**config.mk**
```make
export PLATFORM = sky130hd
export DESIGN_NAME = mass_weighted_periodic_distance
export DESIGN_NICKNAME = d
export VERILOG_FILES = /design/src/design/mwpd_pkg.sv /design/src/design/mwpd_alu.sv /design/src/design/mass_weighted_periodic_distance.sv
export SDC_FILE = /design/constraint.sdc
export NUM_CORES = 2
export LEC_CHECK = 0
export ABC_AREA = 1
export BUFFER_PORTS_ARGS = -buffer_cell sky130_fd_sc_hd__buf_2
export CAP_MARGIN = 25
export CORE_ASPECT_RATIO = 0.7
export CORE_MARGIN = 2
export CORE_UTILIZATION = 45
export CTS_CLUSTER_SIZE = 30
export DETAILED_ROUTE_END_ITERATION = 16
export PLACE_DENSITY = 0.68
export REMOVE_ABC_BUFFERS = 1
export SYNTH_ARGS = -nofsm -noshare
export SYNTH_HDL_FRONTEND = slang
export SYNTH_HIERARCHICAL = 1
export SYNTH_SLANG_ARGS = --single-unit
```
**constraint.sdc**
```tcl
create_clock -name clk -period 37.1 [get_ports clk]
set_input_delay 7.42 -clock clk [delete_from_list [all_inputs] [get_ports clk]]
set_output_delay 7.42 -clock clk [all_outputs]
set_load 0.02 [all_outputs]
```
**src/design/mwpd_pkg.sv**
```systemverilog
// Package for the mass-weighted periodic distance block: widths, codes and
// the request/response types of the shared add/subtract unit.
// No dependencies.
`timescale 1ns / 1ps

package mwpd_pkg;

  // Fixed-point format and field widths
  localparam int FRAC_BITS  = 16;
  localparam int COORD_W    = 32;
  localparam int BOX_W      = 31;
  localparam int MASS_W     = 32;
  localparam int LEN_W      = 32;
  localparam int SUM_W      = 64;
  localparam int ALU_W      = SUM_W + 1;
  localparam int CNT_W      = 6;
  localparam int AXIS_W     = 2;

  // Port widths
  localparam int IN_DATA_W  = 6 * COORD_W + MASS_W;
  localparam int OUT_DATA_W = LEN_W;
  localparam int OUT_USER_W = 2;
  localparam int CFG_IDX_W  = 3;
  localparam int CFG_DATA_W = 32;

  // Moved mass m counts as none when m * 10^6 < 2^FRAC_BITS, i.e. m <= limit
  localparam logic [SUM_W-1:0] NO_MASS_LIMIT =
    SUM_W'(((64'd1 << FRAC_BITS) - 64'd1) / 64'd1000000);

  localparam logic [LEN_W-1:0] MOVE_CUT_RESET = LEN_W'(655);

  // Iteration counts, less one, of the shared unit
  localparam logic [CNT_W-1:0] ROOT_STEPS_M1 = CNT_W'(SUM_W / 2 - 1);
  localparam logic [CNT_W-1:0] DIV_STEPS_M1  = CNT_W'(SUM_W - 1);

  // Axis codes
  localparam logic [AXIS_W-1:0] AXIS_X = 2'd0;
  localparam logic [AXIS_W-1:0] AXIS_Y = 2'd1;
  localparam logic [AXIS_W-1:0] AXIS_Z = 2'd2;

  // Configuration register indexes
  typedef enum logic [CFG_IDX_W-1:0] {
    CFG_BOX_X    = 3'd0,
    CFG_BOX_Y    = 3'd1,
    CFG_BOX_Z    = 3'd2,
    CFG_THREE_D  = 3'd3,
    CFG_MOVE_CUT = 3'd4
  } cfg_reg_t;

  typedef enum logic {
    ALU_ADD = 1'b0,
    ALU_SUB = 1'b1
  } alu_op_t;

  typedef struct packed {
    alu_op_t          op;
    logic [ALU_W-1:0] a;
    logic [ALU_W-1:0] b;
  } alu_req_t;

  typedef struct packed {
    logic [ALU_W-1:0] value;
    logic             carry;   // carry out on add, borrow on subtract
  } alu_rsp_t;

endpackage

```
**src/design/mwpd_alu.sv**
```systemverilog
// Shared 65-bit add/subtract unit used for every wide sum, root step and
// division step of the block. Depends on mwpd_pkg.
`timescale 1ns / 1ps

module mwpd_alu (
  input  mwpd_pkg::alu_req_t req,
  output mwpd_pkg::alu_rsp_t rsp
);
  import mwpd_pkg::*;

  logic [ALU_W:0] full;

  // Widen by one bit so the top bit is the carry or borrow
  always_comb begin
    unique case (req.op)
      ALU_ADD: full = {1'b0, req.a} + {1'b0, req.b};
      ALU_SUB: full = {1'b0, req.a} - {1'b0, req.b};
      default: full = '0;
    endcase
  end

  assign rsp.value = full[ALU_W-1:0];
  assign rsp.carry = full[ALU_W];

endmodule

```
**src/design/mass_weighted_periodic_distance.sv**
```systemverilog
// Top level of the mass-weighted periodic distance block: sequencer,
// configuration registers, multiplier and accumulators.
// Depends on mwpd_pkg and mwpd_alu.
`timescale 1ns / 1ps

// Channel   Direction  Handshake                    Payload
// s_axis    in         s_axis_tvalid/s_axis_tready  tdata atom, tlast last_atom
// m_axis    out        m_axis_tvalid/m_axis_tready  tdata mean, tuser flags
// cfg       in         cfg_valid/cfg_ready          cfg_index, cfg_data
//
// Per axis an atom is folded, then multiplied and accumulated unless it saturates;
// then come 32 square-root steps, the cut and, if it moved, the mass and weighted
// sums, all sums and steps through the one shared 65-bit add/subtract unit. The
// last atom of a set adds a no-mass check, plus 64 division steps if mass moved.
// Reset is synchronous; the result sits in an output register, so new atoms
// are taken while it waits. A second result waits until that register frees.

module mass_weighted_periodic_distance (
  input  logic                              clk,
  input  logic                              rst,
  input  logic                              s_axis_tvalid,
  output logic                              s_axis_tready,
  // first_x, first_y, first_z, second_x, second_y, second_z, atom_mass
  input  logic [mwpd_pkg::IN_DATA_W-1:0]    s_axis_tdata,
  input  logic                              s_axis_tlast,
  output logic                              m_axis_tvalid,
  input  logic                              m_axis_tready,
  // mean_distance
  output logic [mwpd_pkg::OUT_DATA_W-1:0]   m_axis_tdata,
  // no_moved_mass, saturated
  output logic [mwpd_pkg::OUT_USER_W-1:0]   m_axis_tuser,
  input  logic                              cfg_valid,
  output logic                              cfg_ready,
  input  logic [mwpd_pkg::CFG_IDX_W-1:0]    cfg_index,
  input  logic [mwpd_pkg::CFG_DATA_W-1:0]   cfg_data
);
  import mwpd_pkg::*;

  typedef enum logic [10:0] {
    ST_IDLE  = 11'b000_0000_0001,
    ST_AXIS  = 11'b000_0000_0010,
    ST_MUL   = 11'b000_0000_0100,
    ST_ACC   = 11'b000_0000_1000,
    ST_ROOT  = 11'b000_0001_0000,
    ST_CUT   = 11'b000_0010_0000,
    ST_MASS  = 11'b000_0100_0000,
    ST_WSUM  = 11'b000_1000_0000,
    ST_CHECK = 11'b001_0000_0000,
    ST_DIV   = 11'b010_0000_0000,
    ST_DONE  = 11'b100_0000_0000
  } state_t;

  state_t state;

  // Configuration
  logic [BOX_W-1:0] box_x, box_y, box_z;
  logic             three_d;
  logic [LEN_W-1:0] move_cut;

  // Held atom
  logic signed [COORD_W-1:0] coord_a [3];
  logic signed [COORD_W-1:0] coord_b [3];
  logic [MASS_W-1:0]         mass;
  logic                      last;

  // Working registers
  logic [AXIS_W-1:0] axis;
  logic [LEN_W-1:0]  mag;
  logic [SUM_W-1:0]  prod;
  logic [SUM_W-1:0]  sq;
  logic [SUM_W-1:0]  work;
  logic [SUM_W-1:0]  res;
  logic [SUM_W-1:0]  quo;
  logic [CNT_W-1:0]  cnt;
  logic [LEN_W-1:0]  mean;
  logic              no_mass;

  // Set accumulators
  logic [SUM_W-1:0]  wls;
  logic [SUM_W-1:0]  mms;
  logic              ovf;

  // Output register
  logic              out_valid;
  logic [LEN_W-1:0]  out_mean;
  logic              out_no_mass;
  logic              out_sat;

  alu_req_t alu_req;
  alu_rsp_t alu_rsp;

  mwpd_alu u_alu (
    .req (alu_req),
    .rsp (alu_rsp)
  );

  assign s_axis_tready = (state == ST_IDLE);
  assign cfg_ready     = 1'b1;
  assign m_axis_tvalid = out_valid;
  assign m_axis_tdata  = out_mean;
  assign m_axis_tuser  = {out_sat, out_no_mass};

  // Fold the difference on the current axis into the box
  logic signed [COORD_W-1:0] sel_a, sel_b;
  logic [BOX_W-1:0]          box_sel;
  logic signed [COORD_W+1:0] ax_diff, ax_fold, box_s;
  logic signed [COORD_W+2:0] ax_twice, box_w;
  logic [COORD_W+1:0]        ax_mag;
  logic                      ax_big;

  always_comb begin
    sel_a = coord_a[axis];
    sel_b = coord_b[axis];
    unique case (axis)
      AXIS_X:  box_sel = box_x;
      AXIS_Y:  box_sel = box_y;
      AXIS_Z:  box_sel = box_z;
      default: box_sel = '0;
    endcase
    box_s    = $signed({3'b000, box_sel});
    box_w    = $signed({4'b0000, box_sel});
    ax_diff  = (COORD_W+2)'(sel_b) - (COORD_W+2)'(sel_a);
    ax_twice = $signed({ax_diff, 1'b0});
    priority if (ax_twice < -box_w) ax_fold = ax_diff + box_s;
    else if (ax_twice > box_w)      ax_fold = ax_diff - box_s;
    else                            ax_fold = ax_diff;
    ax_mag = ax_fold[COORD_W+1] ? (COORD_W+2)'(-ax_fold) : (COORD_W+2)'(ax_fold);
    ax_big = (ax_mag[COORD_W+1:COORD_W] != 2'b00);
  end

  // Last axis of this atom
  logic last_axis;
  assign last_axis = (axis == AXIS_Z) || ((axis == AXIS_Y) && !three_d);

  // Root bit for the current step, and the quotient after a division step
  logic [SUM_W-1:0] root_bit;
  logic [SUM_W-1:0] quo_next;
  assign root_bit = SUM_W'(1) << {cnt[CNT_W-2:0], 1'b0};
  assign quo_next = {quo[SUM_W-2:0], ~alu_rsp.carry};

  // Saturating view of an add
  logic [SUM_W-1:0] sat_sum;
  assign sat_sum = alu_rsp.value[SUM_W] ? '1 : alu_rsp.value[SUM_W-1:0];

  // Output register loads from the final state once it is free
  logic out_load;
  assign out_load = (state == ST_DONE) && (!out_valid || m_axis_tready);

  // Select the operands of the shared unit for each step
  always_comb begin
    alu_req.op = ALU_ADD;
    alu_req.a  = '0;
    alu_req.b  = '0;
    unique case (state)
      ST_ACC: begin
        alu_req.a = {1'b0, sq};
        alu_req.b = {1'b0, prod};
      end
      ST_ROOT: begin
        alu_req.op = ALU_SUB;
        alu_req.a  = {1'b0, work};
        alu_req.b  = {1'b0, res | root_bit};
      end
      ST_MASS: begin
        alu_req.a = {1'b0, mms};
        alu_req.b = ALU_W'(mass);
      end
      ST_WSUM: begin
        alu_req.a = {1'b0, wls};
        alu_req.b = {1'b0, prod};
      end
      ST_DIV: begin
        alu_req.op = ALU_SUB;
        alu_req.a  = {work, quo[SUM_W-1]};
        alu_req.b  = {1'b0, mms};
      end
      default: begin
      end
    endcase
  end

  // Multiplier operands: squared magnitude, or mass times length
  logic [LEN_W-1:0] mul_x, mul_y;
  assign mul_x = (state == ST_CUT) ? mass : mag;
  assign mul_y = (state == ST_CUT) ? res[LEN_W-1:0] : mag;

  // Configuration writes
  always_ff @(posedge clk) begin
    if (rst) begin
      box_x    <= '0;
      box_y    <= '0;
      box_z    <= '0;
      three_d  <= 1'b1;
      move_cut <= MOVE_CUT_RESET;
    end else if (cfg_valid && cfg_ready) begin
      unique case (cfg_index)
        CFG_BOX_X:    box_x    <= cfg_data[BOX_W-1:0];
        CFG_BOX_Y:    box_y    <= cfg_data[BOX_W-1:0];
        CFG_BOX_Z:    box_z    <= cfg_data[BOX_W-1:0];
        CFG_THREE_D:  three_d  <= cfg_data[0];
        CFG_MOVE_CUT: move_cut <= cfg_data[LEN_W-1:0];
        default: begin
        end
      endcase
    end
  end

  // Hold the atom on transfer
  always_ff @(posedge clk) begin
    if (s_axis_tvalid && s_axis_tready) begin
      coord_a[0] <= s_axis_tdata[0*COORD_W +: COORD_W];
      coord_a[1] <= s_axis_tdata[1*COORD_W +: COORD_W];
      coord_a[2] <= s_axis_tdata[2*COORD_W +: COORD_W];
      coord_b[0] <= s_axis_tdata[3*COORD_W +: COORD_W];
      coord_b[1] <= s_axis_tdata[4*COORD_W +: COORD_W];
      coord_b[2] <= s_axis_tdata[5*COORD_W +: COORD_W];
      mass       <= s_axis_tdata[6*COORD_W +: MASS_W];
      last       <= s_axis_tlast;
    end
  end

  // Shared multiplier, registered
  always_ff @(posedge clk) begin
    if (state == ST_MUL || state == ST_CUT) begin
      prod <= mul_x * mul_y;
    end
  end

  // Sequencer
  always_ff @(posedge clk) begin
    if (rst) begin
      state     <= ST_IDLE;
      wls       <= '0;
      mms       <= '0;
      ovf       <= 1'b0;
      out_valid <= 1'b0;
    end else begin
      // Drop the result once it is taken, unless a new one replaces it
      if (out_valid && m_axis_tready && !out_load) begin
        out_valid <= 1'b0;
      end

      unique case (state)
        ST_IDLE: begin
          if (s_axis_tvalid) begin
            axis  <= AXIS_X;
            sq    <= '0;
            state <= ST_AXIS;
          end
        end

        ST_AXIS: begin
          mag <= ax_mag[LEN_W-1:0];
          if (ax_big) begin
            // Axis beyond 32 bits: saturate the sum of squares
            sq  <= '1;
            ovf <= 1'b1;
            if (last_axis) begin
              work  <= '1;
              res   <= '0;
              cnt   <= ROOT_STEPS_M1;
              state <= ST_ROOT;
            end else begin
              axis  <= axis + AXIS_W'(1);
            end
          end else begin
            state <= ST_MUL;
          end
        end

        ST_MUL: begin
          state <= ST_ACC;
        end

        ST_ACC: begin
          sq <= sat_sum;
          if (alu_rsp.value[SUM_W]) begin
            ovf <= 1'b1;
          end
          if (last_axis) begin
            work  <= sat_sum;
            res   <= '0;
            cnt   <= ROOT_STEPS_M1;
            state <= ST_ROOT;
          end else begin
            axis  <= axis + AXIS_W'(1);
            state <= ST_AXIS;
          end
        end

        // One bit of the integer square root per cycle
        ST_ROOT: begin
          if (!alu_rsp.carry) begin
            work <= alu_rsp.value[SUM_W-1:0];
            res  <= (res >> 1) | root_bit;
          end else begin
            res  <= res >> 1;
          end
          if (cnt == '0) begin
            state <= ST_CUT;
          end else begin
            cnt <= cnt - CNT_W'(1);
          end
        end

        ST_CUT: begin
          if (res[LEN_W-1:0] > move_cut) begin
            state <= ST_MASS;
          end else if (last) begin
            state <= ST_CHECK;
          end else begin
            state <= ST_IDLE;
          end
        end

        ST_MASS: begin
          mms <= sat_sum;
          if (alu_rsp.value[SUM_W]) begin
            ovf <= 1'b1;
          end
          state <= ST_WSUM;
        end

        ST_WSUM: begin
          wls <= sat_sum;
          if (alu_rsp.value[SUM_W]) begin
            ovf <= 1'b1;
          end
          state <= last ? ST_CHECK : ST_IDLE;
        end

        ST_CHECK: begin
          if (mms <= NO_MASS_LIMIT) begin
            mean    <= '0;
            no_mass <= 1'b1;
            state   <= ST_DONE;
          end else begin
            work  <= '0;
            quo   <= wls;
            cnt   <= DIV_STEPS_M1;
            state <= ST_DIV;
          end
        end

        // One quotient bit per cycle, restoring division
        ST_DIV: begin
          if (!alu_rsp.carry) begin
            work <= alu_rsp.value[SUM_W-1:0];
          end else begin
            work <= {work[SUM_W-2:0], quo[SUM_W-1]};
          end
          quo <= quo_next;
          if (cnt == '0) begin
            no_mass <= 1'b0;
            if (quo_next[SUM_W-1:LEN_W] != '0) begin
              mean <= '1;
              ovf  <= 1'b1;
            end else begin
              mean <= quo_next[LEN_W-1:0];
            end
            state <= ST_DONE;
          end else begin
            cnt <= cnt - CNT_W'(1);
          end
        end

        // Load the output register once it is free, then clear the set
        ST_DONE: begin
          if (out_load) begin
            out_valid   <= 1'b1;
            out_mean    <= mean;
            out_no_mass <= no_mass;
            out_sat     <= ovf;
            wls         <= '0;
            mms         <= '0;
            ovf         <= 1'b0;
            state       <= ST_IDLE;
          end
        end

        default: state <= ST_IDLE;
      endcase
    end
  end

endmodule

```
Yosys cells after proc, flatten, opt, wreduce, memory -nomap -nowiden
Memories as Yosys holds them, arrays and structs flattened. A register that Yosys moved wholly into a read port is not among the register bits.
Cells that the tools add are included.
{"block": "word_totals", "inputBits": 265, "elab_cells": 190, "ram_bits": 192, "mem_count": 2, "reg_bits": 727}
{"block": "op_classes", "n_eq_ne": 31, "addsub": 9, "reduce_logical": 43, "magnitude_cmp": 4, "n_bitwise": 5, "multipliers": 1, "shift": 1, "n_mux": 69}
{"name": "coord_a", "words": 3, "word_bits": 32, "rd": 1, "rd_clocked_by_memory_dff": 1, "wr": 3, "line_no": "mass_weighted_periodic_distance.sv:61", "text": "logic signed [COORD_W-1:0] coord_a [3];"}
{"name": "coord_b", "words": 3, "word_bits": 32, "rd": 1, "rd_clocked_by_memory_dff": 1, "wr": 3, "line_no": "mass_weighted_periodic_distance.sv:62", "text": "logic signed [COORD_W-1:0] coord_b [3];"}
{"cell": "$mux W64", "n": 14}
{"cell": "$pmux W130 S5", "n": 1}
{"cell": "$pmux W64 S2", "n": 3}
{"cell": "$pmux W64 S3", "n": 2}
{"cell": "$pmux W64 S5", "n": 1}
{"cell": "$mux W32", "n": 5}
{"cell": "$pmux W66 S2", "n": 1}
{"cell": "$pmux W11 S11", "n": 1}
{"cell": "$mux W34", "n": 3}
{"cell": "$pmux W31 S3", "n": 1}
{"cell": "$mux W11", "n": 7}
{"cell": "$add A65 B65 Y66", "n": 1}
{"cell": "$sub A65 B65 Y66", "n": 1}
{"cell": "$le A64 B1 Y1 const B", "n": 1}
{"cell": "$mul A32 B32 Y64", "n": 1}
{"cell": "$or A63 B64 Y64", "n": 1}
{"cell": "$or A64 B64 Y64", "n": 1}
{"cell": "$pmux W32 S2", "n": 1}
{"cell": "$shl A1 B6 Y64 const A", "n": 1}
{"cell": "$lt A34 B35 Y1", "n": 1}
{"cell": "$neg A31 Y35", "n": 1}
{"cell": "$add A33 B32 Y34", "n": 1}
{"cell": "$gt A34 B32 Y1", "n": 1}
{"cell": "$neg A34 Y34", "n": 1}
{"cell": "other kinds (53)", "n": 111}

Depth between registers and ports, before layout
{"block": "depth", "word_depth": 11, "ltp_mapped": 50}

Cells and area by module
The synthesis kept the hierarchy.
{"module": "mass_weighted_periodic_distance", "area_each_um2": 81533.2, "seq_area_each_um2": 24933.9, "cells_each": 9597, "n_inst": 1}
{"module": "mwpd_alu", "area_each_um2": 8090.3, "seq_area_each_um2": 0.0, "cells_each": 1706, "n_inst": 1}

Least setup slack after synthesis
No wires, ideal clock.
{"block": "synth_path", "path_kind": "input-to-reg", "from": "input port s_axis_tvalid", "to": "memory coord_a[0][0], enable pin", "setup_ns": 0.816, "cell_stages": 2, "required_time_ns": 36.284, "setup_slack_ns": 19.588, "arrival_time_ns": 16.696, "path_cell_list": "inv_1 -> nor2_1"}
{"item": "start: declaration", "line_no": "mass_weighted_periodic_distance.sv:21", "text": "input logic s_axis_tvalid,"}
{"item": "end: declaration", "line_no": "mass_weighted_periodic_distance.sv:61"}

Worst setup path in the final report
{"block": "layout_path", "from": "register state[9]", "to": "register prod[59], data pin"}
{"block": "layout_between", "elab_chain_len": 3, "elab_cells_between_ends": 4, "cone_classes": "mul (1); eq/ne (1); mux (2)"}
{"item": "start: declaration", "line_no": "mass_weighted_periodic_distance.sv:53", "text": "state_t state;"}
{"item": "start signal: assignment", "line_no": "mass_weighted_periodic_distance.sv:329", "text": "state <= last ? ST_CHECK : ST_IDLE;"}
{"item": "$eq A11 B6 Y1 (*)", "line_no": "mass_weighted_periodic_distance.sv:184, mass_weighted_periodic_distance.sv:185"}
{"item": "$mux W32, on equally long branches", "line_no": "mass_weighted_periodic_distance.sv:184, mass_weighted_periodic_distance.sv:185"}
{"item": "$mul A32 B32 Y64 (*)", "line_no": "mass_weighted_periodic_distance.sv:225", "text": "prod <= mul_x * mul_y;"}
{"item": "end signal: assignment", "line_no": "mass_weighted_periodic_distance.sv:225"}
{"item": "end: declaration", "line_no": "mass_weighted_periodic_distance.sv:69", "text": "logic [SUM_W-1:0] prod;"}
Mark *: on every way between the ends. The rest lies on a longest branch, timed or not.
A chain may end at the register's enable or synchronous reset.

==> results by group <==
Status
  – Status: complete, no violations

CTS
  – Hold Buf Count CTS: 0
  – Bufs on Longest Clock Path: 3
  – Clock root buffer: clkbuf_16
  – Htree depth: 3
  – Clk Latency, worst-skew pair: 0.73 ns
  – # resized after CTS: 0
  – Post-CTS Setup Inserts: 0
  – TritonCTS Buffers: 87
  – Sink Count: 920
  – CTS tree: yes
  – CTS clk-pin slew, worst paths: around 0.07 ns

Logic synthesis
  – Post-synth EDFFs: roughly 650
  – Cell taking the most area after synthesis: edfxtp_1
  – Syn Inst Count: ~11000
  – Yosys warnings: 6
  – Top_reg_cell synth: edfxtp_1
  – Seq/Total Area, Yosys: 0.2782
  – Compound-gate portion of the synthesized area: 0.1118
  – Multiplexer share of the synthesized area: 0
  – Synthesized cell area: between 80000 and 90000 um^2
  – Xor and xnor area share after synthesis: 0.02745
  – Ys async rst share: 0
  – Synth Area in Simple Gates: 0.2029
  – #FFs+latches synth: 920
  – Largest family of logic cells by synthesized area: adder cells
  – Cell variety after synth: 72
  – Top cell type's share of synthesized area: 0.2181
  – Synth Area in Adders: 0.2752
  – Main area contributors after synthesis: edfxtp_1, fa_1, nand2_1
  – Avg Inst Size Synth: 7.929 um^2

Worst setup path
  – Critical Path Source Type: flop
  – Slowest stage cell, crit path: clkinv_1
  – CP endpoint kind: flop
  – Max FO, Critical Path: between 50 and 60
  – Critical path arrival: between 10 and 15 ns
  – Most used cell, CP: fa_1
  – CP peak stage delay: 0.91 ns
  – Worst endpoint required time: roughly 38 ns
  – Crit Path Class: reg2reg

Floorplanning
  – Width of the die: 537.4 um
  – Die ar.: about 200000 um^2
  – Chip height: roughly 380 um
  – Initial Util: 0.4515
  – I/O pins: about 300
  – Core Region: around 200000 um^2
  – Row count: about 140

Drt
  – Final ANT Viol Nets: 0
  – Router iterations before antenna repair: 8
  – Residual DRC count: 0
  – Via count: around 80000
  – DRT Wirelength: roughly 370000 um
  – Via-to-Cell Ratio: 5.780
  – Drt initial violations: between 10000 and 15000
  – WL per Instance: between 20 and 30 um

Timing
  – Clock Skew: 0.05791 ns
  – Fin Setup TNS: 0 ns
  – Highest clock rate: 82.31 MHz
  – Final max-slew violation count: 0
  – Final setup vio count: 0
  – Tmin final: 12.15 ns
  – RSZ-0062 raised after global routing: false
  – Worst Tran Pin Value: about 1.2 ns
  – Final Hold Vio Count: 0
  – Slew HR: 0.1760
  – Final worst-path cycle share: 0.3275

Layout
  – Fin nets: 13080
  – Final Non-Filler Cells: between 10000 and 15000
  – Area occupied by registers: around 25000 um^2
  – Commonest non-fill, non-tap cell in the layout: nand2_1
  – Multi-input logic area: between 50000 and 60000 um^2
  – Most frequent cells in the layout: nand2_1, inv_1, nor2_1
  – Post-route cell area: roughly 100000 um^2
  – Fillcell total: 19430
  – Area delta synth->final: 8.464%
  – Layout cells sized above 1: 0.07269

Placed design
  – HPWL Detailed: a little under 300000 um
  – Post-Place Cell Area: approximately 94000 um^2
  – Gp weighted congestion: roughly 1.1
  – DP Cell Count: around 14000
  – PortBufs: 300

Min path
  – Hold Path Class: reg2reg

Global route
  – Number of global-route vias before repair: a little under 80000
  – Antenna violations before repair: 18
  – First-pass GRT wire length: about 530000 um
  – GRT overflow: 0
  – Largest net degree at the start of global routing: 98
  – Total Routing Usage GR: 0.3569

Flow run
  – Total of max-cap violations: 0
[stage by stage]
step / worst slack (ns) / hold WS, ns / utilization
after global placement: 25.46 / 0.4033 / 0.4736
after detailed placement: 25.46 / 0.4045 / 0.4744
after global routing: 24.64 / 0.4180 / 0.4896
after floorplan: 19.58 / 0.4003 / -
after CTS: 25.42 / 0.4143 / 0.4890
final: 24.95 / 0.4142 / 0.4897
[registers in the layout, summed over array words and instances, names as in the netlist, 2 cells and up, named ones only]
signal and flops:
coord_a 96, coord_b 96, mms 64, prod 64, quo 64, sq 64
wls 64, work 64, res 63, m_axis_tdata 32, mag 32, mass 32
mean 32, move_cut 32, box_x 31, box_y 31, box_z 31, state 11
cnt 6, axis 2
[cell families after synthesis]
group / Yosys count
AO/OA/AOI/OAI: 1751
XOR/XNOR: 280
adder cells (fa/ha/maj): 1431
buffers and inverters: 2468
flip-flops: 920
other: 2
AND/OR/NAND/NOR: 4451
[layout make-up]
cell class	count	area share
diodes	18	0.0004634
clock buffers	124	0.02507
clock inverters	37	0.004685
inverters	1986	0.07684
multi-input cells	7916	0.5720
flip-flops and latches	920	0.2565
well taps	2641	0.03399
repair buffers	477	0.03048
[worst paths after layout]
kind,start,end,slack [ns],cells after the start
hold / removal,mean[18]$_SDFFCE_PN0P_,m_axis_tdata[18]$_DFFE_PP_,0.41,0
setup / recovery,state[9]$_SDFFE_PP0P_,prod[59]$_DFFE_PP_,24.95,34
hold reg to reg,mean[18]$_SDFFCE_PN0P_,m_axis_tdata[18]$_DFFE_PP_,0.41,0
setup reg to reg,state[9]$_SDFFE_PP0P_,prod[59]$_DFFE_PP_,24.95,34
[worst max-delay path, delay by kind of cell, from the launching register on]
kind,cells,cell delay (ns)
buffers and inverters,8,2.53
DFF,1,0.45
adders and majority gates,9,4.30
xor gates and xnor gates,1,0.16
AOI/OAI and AO/OA,8,2.18
and+or+nand+nor,8,2.11
[cells in the mapped netlist (all sizes together), types with 32 or more instances]
master and number:
inv 1963, xnor2 48, a21oi 656, nor3 90, xor2 232, fa 901
nor4 32, ha 530, nor2 1401, a31oi 45, o2111ai 73, a221oi 53
o211ai 104, nand4 83, nand3 352, or2 44, o21ai 665, nand2 2429
dfxtp 269, clkbuf 424, edfxtp 651, o22ai 46, buf 58
[metal layers]
metal	GRT usage	wire, um	up-vias
met5	0.01914	623	-
met4	0.09819	11500	18
met3	0.1402	53060	579
met2	0.4701	140200	4993
met1	0.5304	160300	39980
li1	-	-	36040
Power is left out: the tool's default activity adds up to more than one toggle a clock period on the data nets, which glitch-free logic cannot reach.
